==> config.mk <==
export PLATFORM = sky130hd
export DESIGN_NAME = size_weighted_lru_cache_top
export DESIGN_NICKNAME = d
export VERILOG_FILES = /design/src/rtl/core/swlru_pkg.sv /design/src/rtl/core/size_weighted_lru_cache_top.sv /design/src/rtl/core/swlru_slot_mem.sv /design/src/rtl/core/swlru_scan.sv
export SDC_FILE = /design/constraint.sdc
export NUM_CORES = 2
export LEC_CHECK = 0
export BUFFER_PORTS_ARGS = -buffer_cell sky130_fd_sc_hd__buf_4
export CAP_MARGIN = 30
export CORE_ASPECT_RATIO = 0.5
export CORE_MARGIN = 5
export CORE_UTILIZATION = 62
export CTS_CLUSTER_SIZE = 10
export DETAILED_ROUTE_END_ITERATION = 7
export GPL_ROUTABILITY_DRIVEN = 1
export PLACE_DENSITY = 0.88
export SYNTH_ARGS = -nofsm -noshare
export SYNTH_HDL_FRONTEND = slang
export SYNTH_SLANG_ARGS = --single-unit
export TNS_END_PERCENT = 5
==> constraint.sdc <==
create_clock -name aclk -period 15.7 [get_ports aclk]
set_input_delay 0.785 -clock aclk [delete_from_list [all_inputs] [get_ports aclk]]
set_output_delay 0.785 -clock aclk [all_outputs]
set_load 0.1 [all_outputs]
==> src/rtl/core/swlru_pkg.sv <==
// shared constants, codes and types for the size-weighted lru cache
// no dependencies
`default_nettype none

package swlru_pkg;

    localparam int SLOTS_DEF     = 16;
    localparam int SIZE_BITS_DEF = 32;
    localparam int KEY_W         = 64;
    localparam int STAMP_W       = 64;
    localparam int CAP_RESET     = 65536;

    localparam logic [1:0] CMD_PUT    = 2'd0;
    localparam logic [1:0] CMD_GET    = 2'd1;
    localparam logic [1:0] CMD_EXISTS = 2'd2;
    // command code that the block ignores
    localparam logic [1:0] CMD_NONE   = 2'd3;

    localparam logic [2:0] ST_STORED  = 3'd0;
    localparam logic [2:0] ST_EVICTED = 3'd1;
    localparam logic [2:0] ST_TOO_BIG = 3'd2;
    localparam logic [2:0] ST_HIT     = 3'd3;
    localparam logic [2:0] ST_MISS    = 3'd4;

    typedef enum logic [2:0] {
        S_IDLE   = 3'b001,
        S_SCAN   = 3'b010,
        S_DECIDE = 3'b100
    } state_t;

    typedef struct packed {
        logic match_hit;
        logic lru_hit;
        logic free_hit;
    } scan_flags_t;

endpackage

`default_nettype wire

==> src/rtl/core/size_weighted_lru_cache_top.sv <==
// size-weighted lru cache, top level: command sequencer and output register
// uses swlru_pkg, swlru_slot_mem, swlru_scan
// one pass: a scan over every slot, then a decide step; after the idle accept
// step a get/exists takes one pass, a put
// one pass more per dropped or evicted entry; decide waits while the result
// register is full; one item in flight at a time
// reset (aresetn low, synchronous) empties all slots, clears the byte count
// and loads capacity 65536; no clearing pass is needed
`default_nettype none

module size_weighted_lru_cache_top
    import swlru_pkg::*;
#(
    parameter int SLOTS     = SLOTS_DEF,
    parameter int SIZE_BITS = SIZE_BITS_DEF
) (
    input  wire          aclk,
    input  wire          aresetn,
    // config: capacity_bytes
    input  wire          cfg_valid,
    output logic         cfg_ready,
    input  wire  [31:0]  cfg_data,
    // input beats
    input  wire          s_tvalid,
    output logic         s_tready,
    input  wire  [95:0]  s_tdata,   // key [63:0], entry_bytes [95:64]
    input  wire  [1:0]   s_tuser,   // cmd [1:0]
    // result beats
    output logic         m_tvalid,
    input  wire          m_tready,
    output logic [95:0]  m_tdata,   // key_out [63:0], size_out [95:64]
    output logic [2:0]   m_tuser,   // status [2:0]
    output logic         m_tlast
);

    localparam int IW    = $clog2(SLOTS);
    localparam int WORD  = KEY_W + SIZE_BITS + STAMP_W;

    // control state
    state_t               state_reg, state_next;
    logic [IW:0]          scan_cnt_reg;
    logic                 pipe_vld_reg;
    logic [IW-1:0]        pipe_idx_reg;
    logic [SLOTS-1:0]     slot_valid_reg;
    logic [SIZE_BITS-1:0] used_reg;
    logic [SIZE_BITS-1:0] cap_reg;
    logic [STAMP_W-1:0]   stamp_reg;
    logic                 m_vld_reg;

    // current item
    logic [1:0]           cmd_reg;
    logic [KEY_W-1:0]     key_reg;
    logic [SIZE_BITS-1:0] sz_reg;

    // result register
    logic [95:0]          m_data_reg;
    logic [2:0]           m_user_reg;
    logic                 m_last_reg;

    // store ports
    logic                 mem_we;
    logic [IW-1:0]        mem_waddr;
    logic [WORD-1:0]      mem_wdata;
    logic                 mem_re;
    logic [WORD-1:0]      mem_rdata;

    // scan results
    scan_flags_t          flags;
    logic [IW-1:0]        match_idx, lru_idx, free_idx;
    logic [SIZE_BITS-1:0] match_bytes, lru_bytes;
    logic [KEY_W-1:0]     lru_key;

    logic                 in_beat, out_free, scan_clear;

    assign cfg_ready = 1'b1;
    assign s_tready  = (state_reg == S_IDLE);
    assign in_beat   = s_tvalid && s_tready;
    assign out_free  = !m_vld_reg || m_tready;
    assign mem_re    = (state_reg == S_SCAN) && (scan_cnt_reg < (IW+1)'(SLOTS));
    // accumulator restarts only when a pass begins, so flags hold through decide stalls
    assign scan_clear = (state_reg != S_SCAN) && (state_next == S_SCAN);

    swlru_slot_mem #(.SLOTS(SLOTS), .WIDTH(WORD)) u_mem (
        .aclk  (aclk),
        .we    (mem_we),
        .waddr (mem_waddr),
        .wdata (mem_wdata),
        .re    (mem_re),
        .raddr (scan_cnt_reg[IW-1:0]),
        .rdata (mem_rdata)
    );

    swlru_scan #(.SLOTS(SLOTS), .SIZE_BITS(SIZE_BITS)) u_scan (
        .aclk        (aclk),
        .clear       (scan_clear),
        .in_vld      (pipe_vld_reg),
        .in_idx      (pipe_idx_reg),
        .in_slot_vld (slot_valid_reg[pipe_idx_reg]),
        .in_key      (mem_rdata[KEY_W-1:0]),
        .in_bytes    (mem_rdata[KEY_W +: SIZE_BITS]),
        .in_stamp    (mem_rdata[WORD-1 -: STAMP_W]),
        .search_key  (key_reg),
        .flags       (flags),
        .match_idx   (match_idx),
        .match_bytes (match_bytes),
        .lru_idx     (lru_idx),
        .lru_key     (lru_key),
        .lru_bytes   (lru_bytes),
        .free_idx    (free_idx)
    );

    // decision after a full pass; every action waits for a free result register
    logic                 emit;
    logic [2:0]           emit_status;
    logic [KEY_W-1:0]     emit_key;
    logic [SIZE_BITS-1:0] emit_size;
    logic                 emit_last;
    logic                 clr_slot, set_slot;
    logic [IW-1:0]        slot_idx;
    logic [SIZE_BITS-1:0] used_next;
    logic                 stamp_inc;

    always_comb begin
        state_next  = state_reg;
        emit        = 1'b0;
        emit_status = ST_STORED;
        emit_key    = key_reg;
        emit_size   = '0;
        emit_last   = 1'b1;
        clr_slot    = 1'b0;
        set_slot    = 1'b0;
        slot_idx    = free_idx;
        used_next   = used_reg;
        stamp_inc   = 1'b0;
        mem_we      = 1'b0;
        mem_waddr   = free_idx;
        mem_wdata   = {stamp_reg, sz_reg, key_reg};
        case (state_reg)
            S_IDLE: begin
                if (in_beat && s_tuser != CMD_NONE) begin
                    state_next = S_SCAN;
                end
            end
            S_SCAN: begin
                if (pipe_vld_reg && pipe_idx_reg == IW'(SLOTS - 1)) begin
                    state_next = S_DECIDE;
                end
            end
            S_DECIDE: begin
                if (out_free) begin
                    if (cmd_reg != CMD_PUT) begin
                        // get or exists
                        emit       = 1'b1;
                        state_next = S_IDLE;
                        if (flags.match_hit) begin
                            emit_status = ST_HIT;
                            emit_size   = match_bytes;
                            if (cmd_reg == CMD_GET) begin
                                mem_we    = 1'b1;
                                mem_waddr = match_idx;
                                mem_wdata = {stamp_reg, match_bytes, key_reg};
                                stamp_inc = 1'b1;
                            end
                        end else begin
                            emit_status = ST_MISS;
                        end
                    end else if (sz_reg > cap_reg) begin
                        emit        = 1'b1;
                        emit_status = ST_TOO_BIG;
                        state_next  = S_IDLE;
                    end else if (flags.match_hit) begin
                        // same key already held: drop it silently and rescan
                        clr_slot   = 1'b1;
                        slot_idx   = match_idx;
                        used_next  = used_reg - match_bytes;
                        state_next = S_SCAN;
                    end else if (flags.lru_hit &&
                                 (used_reg > cap_reg - sz_reg || !flags.free_hit)) begin
                        // evict the least recent entry, then rescan
                        emit        = 1'b1;
                        emit_status = ST_EVICTED;
                        emit_key    = lru_key;
                        emit_size   = lru_bytes;
                        emit_last   = 1'b0;
                        clr_slot    = 1'b1;
                        slot_idx    = lru_idx;
                        used_next   = used_reg - lru_bytes;
                        state_next  = S_SCAN;
                    end else begin
                        // insert as most recent
                        emit       = 1'b1;
                        set_slot   = 1'b1;
                        mem_we     = 1'b1;
                        used_next  = used_reg + sz_reg;
                        stamp_inc  = 1'b1;
                        state_next = S_IDLE;
                    end
                end
            end
            default: begin
                state_next = S_IDLE;
            end
        endcase
    end

    always_ff @(posedge aclk) begin
        if (!aresetn) begin
            state_reg      <= S_IDLE;
            scan_cnt_reg   <= '0;
            pipe_vld_reg   <= 1'b0;
            slot_valid_reg <= '0;
            used_reg       <= '0;
            cap_reg        <= SIZE_BITS'(CAP_RESET);
            stamp_reg      <= '0;
            m_vld_reg      <= 1'b0;
        end else begin
            state_reg    <= state_next;
            pipe_vld_reg <= mem_re;
            if (cfg_valid) begin
                cap_reg <= SIZE_BITS'(cfg_data);
            end
            if (state_reg == S_SCAN) begin
                if (mem_re) begin
                    scan_cnt_reg <= scan_cnt_reg + 1'b1;
                end
            end else begin
                scan_cnt_reg <= '0;
            end
            if (clr_slot) begin
                slot_valid_reg[slot_idx] <= 1'b0;
            end
            if (set_slot) begin
                slot_valid_reg[slot_idx] <= 1'b1;
            end
            used_reg <= used_next;
            if (stamp_inc) begin
                stamp_reg <= stamp_reg + 1'b1;
            end
            if (emit) begin
                m_vld_reg <= 1'b1;
            end else if (m_tready) begin
                m_vld_reg <= 1'b0;
            end
        end
    end

    // payload registers
    always_ff @(posedge aclk) begin
        pipe_idx_reg <= scan_cnt_reg[IW-1:0];
        if (in_beat) begin
            cmd_reg <= s_tuser;
            key_reg <= s_tdata[63:0];
            sz_reg  <= SIZE_BITS'(s_tdata[95:64]);
        end
        if (emit) begin
            m_data_reg <= {32'(emit_size), emit_key};
            m_user_reg <= emit_status;
            m_last_reg <= emit_last;
        end
    end

    assign m_tvalid = m_vld_reg;
    assign m_tdata  = m_data_reg;
    assign m_tuser  = m_user_reg;
    assign m_tlast  = m_last_reg;

endmodule

`default_nettype wire

==> src/rtl/core/swlru_slot_mem.sv <==
// slot store: key, size and recency stamp of every slot
// one write port, one registered read port; uses swlru_pkg
`default_nettype none

module swlru_slot_mem
    import swlru_pkg::*;
#(
    parameter int SLOTS = SLOTS_DEF,
    parameter int WIDTH = 160
) (
    input  wire                       aclk,
    input  wire                       we,
    input  wire [$clog2(SLOTS)-1:0]   waddr,
    input  wire [WIDTH-1:0]           wdata,
    input  wire                       re,
    input  wire [$clog2(SLOTS)-1:0]   raddr,
    output logic [WIDTH-1:0]          rdata
);

    logic [WIDTH-1:0] mem [SLOTS];

    always_ff @(posedge aclk) begin
        if (we) begin
            mem[waddr] <= wdata;
        end
    end

    always_ff @(posedge aclk) begin
        if (re) begin
            rdata <= mem[raddr];
        end
    end

endmodule

`default_nettype wire

==> src/rtl/core/swlru_scan.sv <==
// scan accumulator: key match, least recent slot and lowest free slot
// fed one slot per cycle from the slot store; uses swlru_pkg
`default_nettype none

module swlru_scan
    import swlru_pkg::*;
#(
    parameter int SLOTS     = SLOTS_DEF,
    parameter int SIZE_BITS = SIZE_BITS_DEF
) (
    input  wire                         aclk,
    input  wire                         clear,
    input  wire                         in_vld,
    input  wire [$clog2(SLOTS)-1:0]     in_idx,
    input  wire                         in_slot_vld,
    input  wire [KEY_W-1:0]             in_key,
    input  wire [SIZE_BITS-1:0]         in_bytes,
    input  wire [STAMP_W-1:0]           in_stamp,
    input  wire [KEY_W-1:0]             search_key,
    output scan_flags_t                 flags,
    output logic [$clog2(SLOTS)-1:0]    match_idx,
    output logic [SIZE_BITS-1:0]        match_bytes,
    output logic [$clog2(SLOTS)-1:0]    lru_idx,
    output logic [KEY_W-1:0]            lru_key,
    output logic [SIZE_BITS-1:0]        lru_bytes,
    output logic [$clog2(SLOTS)-1:0]    free_idx
);

    localparam int IW = $clog2(SLOTS);

    scan_flags_t        flags_reg;
    logic [IW-1:0]      match_idx_reg;
    logic [SIZE_BITS-1:0] match_bytes_reg;
    logic [IW-1:0]      lru_idx_reg;
    logic [KEY_W-1:0]   lru_key_reg;
    logic [SIZE_BITS-1:0] lru_bytes_reg;
    logic [STAMP_W-1:0] lru_stamp_reg;
    logic [IW-1:0]      free_idx_reg;

    always_ff @(posedge aclk) begin
        if (clear) begin
            flags_reg <= '0;
        end else if (in_vld) begin
            if (in_slot_vld && in_key == search_key) begin
                flags_reg.match_hit <= 1'b1;
                match_idx_reg       <= in_idx;
                match_bytes_reg     <= in_bytes;
            end
            if (in_slot_vld && (!flags_reg.lru_hit || in_stamp < lru_stamp_reg)) begin
                flags_reg.lru_hit <= 1'b1;
                lru_idx_reg       <= in_idx;
                lru_key_reg       <= in_key;
                lru_bytes_reg     <= in_bytes;
                lru_stamp_reg     <= in_stamp;
            end
            if (!in_slot_vld && !flags_reg.free_hit) begin
                flags_reg.free_hit <= 1'b1;
                free_idx_reg       <= in_idx;
            end
        end
    end

    assign flags       = flags_reg;
    assign match_idx   = match_idx_reg;
    assign match_bytes = match_bytes_reg;
    assign lru_idx     = lru_idx_reg;
    assign lru_key     = lru_key_reg;
    assign lru_bytes   = lru_bytes_reg;
    assign free_idx    = free_idx_reg;

endmodule

`default_nettype wire
==> metrics.md, run 1 <==
| Metric | Value |
|---|---|
| Failed at | `global routing (5_1_grt)` |
| Main synth FF type | `edfxtp_1` |
| Die Y | `331.8 µm` |
| Setup bufs post-CTS | `0` |
| CTS Buf Count | `370` |
| H-tree levels | `5` |
| Cts repair resizes | `0` |
| DP Cell Count | `9107` |
| CTS Buffer Depth | `4` |
| Async S/R FF share, synth | `0%` |
| Syn nets | `~6500` |
| Number of synthesized flops with an enable pin | `3122` |
| Outcome | `stopped before the end` |
| Ports | `238` |
| Clk sink count | `3283` |
| DP Worst Slack | `6.564 ns` |
| Synthesized area | `0.1284 mm²` |
| Register bit total from synthesis | `between 3000 and 4000` |
| GPL Wtd Cong | `roughly 0.89` |
| Synth unique cells | `81` |
| Sequential area share after synthesis | `75.52%` |
| Gr ovfl total | `252` |
| # hold bufs at CTS | `0` |
| Root buffer cell | `clkbuf_16` |
| Initial antenna violation count | `127` |
| DP HPWL | `191.5 mm` |
| Die width | `653.6 µm` |
| Largest net degree at the start of global routing | `132` |
| First Error | `[ERROR GRT-0232] Routing congestion too high. Check the congestion heatmap in the GUI.` |
| Core Rows | `118` |
| Synth Area per Inst | `20.58 µm²` |
| Synth Warn # | `0` |
| Initial cell density of the core | `62.21%` |
| # port buffers | `236` |
| All-Layer GR Usage | `between 50% and 60%` |
| Gate Count Post-Synth | `between 6000 and 7000` |
==> routing by layer <==
layer,GRT overflow,global-route usage [%]
met1,34,57.00
met2,93,70.67
met3,47,42.71
met4,78,39.46
met5,0,28.73
==> synthesized netlist by cell type (60+ instances only) <==
cell type	number	area share, %
a21oi_1	117	0.46
clkbuf_1	207	0.61
dfxtp_1	161	2.5
edfxtp_1	3122	73
ha_1	161	1.6
inv_1	131	0.38
mux2i_1	80	0.62
mux4_2	805	14
nand2_1	357	1.0
nor2_1	120	0.35
nor2b_1	60	0.29
o21ai_0	110	0.43
xnor2_1	129	0.88
==> per-stage QoR <==
step / util, % / area, µm²
floorplan: - / 128400
global placement: 64.89 / 133900
detailed placement: 64.98 / 134100
CTS: 69.95 / 144400
==> cells by family after synthesis <==
| group | Yosys count | share of synthesized area [%] |
|---|---|---|
| adder cells (fa/ha/maj) | 163 | 1.600 |
| AND/OR/NAND/NOR | 853 | 3.205 |
| multiplexers | 887 | 14.76 |
| other | 1 | 0.002921 |
| buffers and inverters | 393 | 1.177 |
| XOR/XNOR | 183 | 1.248 |
| AO/OA/AOI/OAI | 477 | 2.481 |
| flip-flops | 3283 | 75.52 |
==> run 2, diff against run 1 <==
- CORE_ASPECT_RATIO: 0.5 -> not set
- CORE_UTILIZATION: 62 -> 40
- CTS_CLUSTER_SIZE: 10 -> not set
- PLACE_DENSITY: 0.88 -> not set
- PLACE_DENSITY_LB_ADDON: not set -> 0.15
==> metrics.md, run 2 <==
| Metric | Value |
|---|---|
| Outcome | `finished clean` |
| Worst-Skew Late Latency | `0.92 ns` |
| Crit Path Category | `reg2reg` |
| CP max stage cell | `buf_4` |
| Max Fclk | `102.2 MHz` |
| GR Util met2 | `31.71%` |
| Post-synth top area cell | `edfxtp_1` |
| Min-delay worst type | `in2reg` |
| Register clock-pin slew on the reported worst setup and hold paths | `0.06 ns` |
| Final hold vios | `0` |
| Commonest non-fill, non-tap cells in the layout | `3122 x edfxtp_1, 805 x mux4_2, 377 x buf_4, 357 x nand2_1, 355 x clkbuf_16` |
| Layout Utilization | `46.36%` |
| Design Power | `18.25 mW` |
| Cts repair resizes | `0` |
| Logic pwr share | `between 1.5 and 2%` |
| FF-to-FF setup slack | `5.91 ns` |
| Largest net degree at the start of global routing | `106` |
| Synth Area per Inst | `20.58 µm²` |
| Slew Viols, Final | `0` |
| CTS Buf Count | `352` |
| Cell leakage power | `49.70 nW` |
| Final nets | `roughly 7100` |
| Root buffer cell | `clkbuf_16` |
| Sequential area share after synthesis | `about three quarters` |
| Clk sink count | `3283` |
| Hold path start | `s_tuser[1]` |
| Final setup fails | `0` |
| Crit-path max cell delay | `around 0.58 ns` |
| Met1 usage | `28.17%` |
| Reg-to-Reg End | `used_reg[26]` |
| Endpoint type of the worst setup path | `register` |
| Most frequent cells after synthesis | `3122 x edfxtp_1, 805 x mux4_2, 357 x nand2_1` |
| Slew margin rel. | `23.89%` |
| Die ar. | `roughly 0.33 mm²` |
| PwrDens | `around 120 mW/mm²` |
| Critical Path Fanout Max | `44` |
| Via count | `63080` |
| Ports | `238` |
| Proportion of layout cells with a drive suffix above 1 | `25.04%` |
| Gate Count Post-Synth | `6240` |
| Setup TNS | `0 ns` |
| Post-route ant nets | `0` |
| Gr ovfl total | `0` |
| Initial DRC Count | `between 5000 and 6000` |
| Synth Warn # | `0` |
| Vias per cell | `5.538` |
| Hold path endpoint | `cmd_reg[1]` |
| Initial cell density of the core | `40.08%` |
| Die Y | `576.6 µm` |
| Worst R2R Start | `sz_reg[2]` |
| Top cell type's share of synthesized area | `around three quarters` |
| Async S/R FF share, synth | `0%` |
| Gr busiest metal | `met2` |
| Worst reg2reg path depth | `33` |
| Slew @ Worst Pin | `1.142 ns` |
| Initial antenna violation count | `22` |
| Psw | `3.703 mW` |
| Synth unique cells | `81` |
| Main synth FF type | `edfxtp_1` |
| Detailed-route wire length | `approximately 330 mm` |
| Vias in the first global route | `65300` |
| Core Rows | `208` |
| Critical path data arrival time | `around 11 ns` |
| Top-count cell post-synth | `edfxtp_1` |
| Max reg flops | `2560` |
| Int Power | `approximately 15 mW` |
| H-tree levels | `5` |
| DP Area | `0.1363 mm²` |
| Number of synthesized flops with an enable pin | `3122` |
| Core box area | `0.3204 mm²` |
| P&R area growth vs syn | `15.66%` |
| CP required | `16.50 ns` |
| Final Cell Area | `0.1485 mm²` |
| Routing usage on met3 | `about 3.2%` |
| Synthesized area | `between 0.1 and 0.15 mm²` |
| Worst Hold Path Cells | `1` |
| CTS Buffer Depth | `4` |
| Syn nets | `approximately 6500` |
| DR WL/cell | `29.04 µm` |
| CTS tree | `done` |
| Register bit total from synthesis | `between 3000 and 4000` |
| DP HPWL | `between 150 and 200 mm` |
| Tmin final | `9.787 ns` |
| Drt pass-1 iters | `5` |
| Final period util | `about 62%` |
| # port buffers | `236` |
| DRC viols | `0` |
| Clock power frac | `45.2%` |
| Max-cap violations | `0` |
| Worst setup SP type | `register` |
| Die width | `576.6 µm` |
| First-pass GRT wire length | `approximately 480 mm` |
| Most common cell after layout, fill and taps aside | `edfxtp_1` |
| Flop pwr share | `52.8%` |
| Clock skew | `0.07409 ns` |
| GPL Wtd Cong | `around 0.84` |
| Hold slack | `0.08248 ns` |
| Largest Register | `u_mem.mem` |
| Top cells by area, synth | `edfxtp_1 73%, mux4_2 14%, dfxtp_1 2.5%` |
| Worst vdd ir | `0.09099 mV` |
| All-Layer GR Usage | `19.62%` |
| RSZ-0062 raised after global routing | `false` |
| Sw frac | `between 20% and 30%` |
==> run 2: cell counts after synthesis <==
Identical to the previous run, type by type.
==> run 2: metal layers <==
layer,share of wire [%],wire (µm),vias up
li1,-,-,26710
met1,44,146100,34100
met4,2.2,7387,2
met3,5.5,18100,433
met5,0.0039,13,-
met2,48,159200,1837
==> run 2: cell families after synthesis <==
family          Yosys count  synth area share [%]
flops                  3283                 75.52
mux                     887                 14.76
simple gates            853                 3.205
compound gates          477                 2.481
buf+inv                 393                 1.177
xor+xnor                183                 1.248
fa+ha+maj               163                 1.600
other cells               1              0.002921
==> run 2: what timing repair did <==
action                    in CTS  in global routing
hold endpoints to repair      68                  0
setup buffers                  0                  0
hold buffers                  68                  0
==> run 2: worst max path at each step <==
| stage | from | endpoint | depth (start not counted) |
|---|---|---|---|
| final | sz_reg[2] | used_reg[26] | 33 |
| after global routing | sz_reg[2] | used_reg[30] | 34 |
| after CTS | sz_reg[2] | used_reg[26] | 33 |
| after detailed placement | sz_reg[2] | used_reg[26] | 33 |
| after global placement | sz_reg[1] | used_reg[26] | 33 |
| after floorplan | state_reg[1] | scan_cnt_reg[3] | 5 |
==> run 2: critical path, delay by kind of cell (launching register included) <==
kind | cells | cell delay, ns
adders and majority gates | 4 | 1.31
muxes | 1 | 0.14
DFF | 1 | 0.45
xor gates and xnor gates | 1 | 0.15
and+or+nand+nor | 6 | 2.20
buffers and inverters | 3 | 0.83
AOI/OAI and AO/OA | 18 | 4.59
==> run 2: power groups by stage <==
stage	sequential, mW	combinational [mW]	clock (mW)
after detailed placement	9.83	0.342	0
after floorplan	9.80	0.197	0
after global routing	9.65	0.387	8.82
after CTS	9.64	0.358	8.45
final	9.64	0.354	8.25
after global placement	9.82	0.340	0
==> run 2: per-stage QoR <==
| stage | setup WS, ns | cells |
|---|---|---|
| global placement | 6.141 | 10670 |
| CTS | 5.964 | 11380 |
| finish | 5.913 | 11390 |
| detailed placement | 6.024 | 10680 |
| floorplan | 2.122 | 6240 |
| global route | 5.264 | 11390 |
==> run 2: cell type report <==
| type | count | area [µm²] |
|---|---|---|
| clock buffer | 460 | 9558 |
| inverter | 131 | 493.0 |
| multi-input combinational | 2564 | 30110 |
| antenna | 4 | 10.01 |
| fill | 26790 | 171900 |
| timing repair buffer | 471 | 4045 |
| clock inverter | 173 | 1919 |
| sequential | 3283 | 96990 |
| tap | 4305 | 5386 |
No activity file was read; power rests on OpenSTA's default activity.
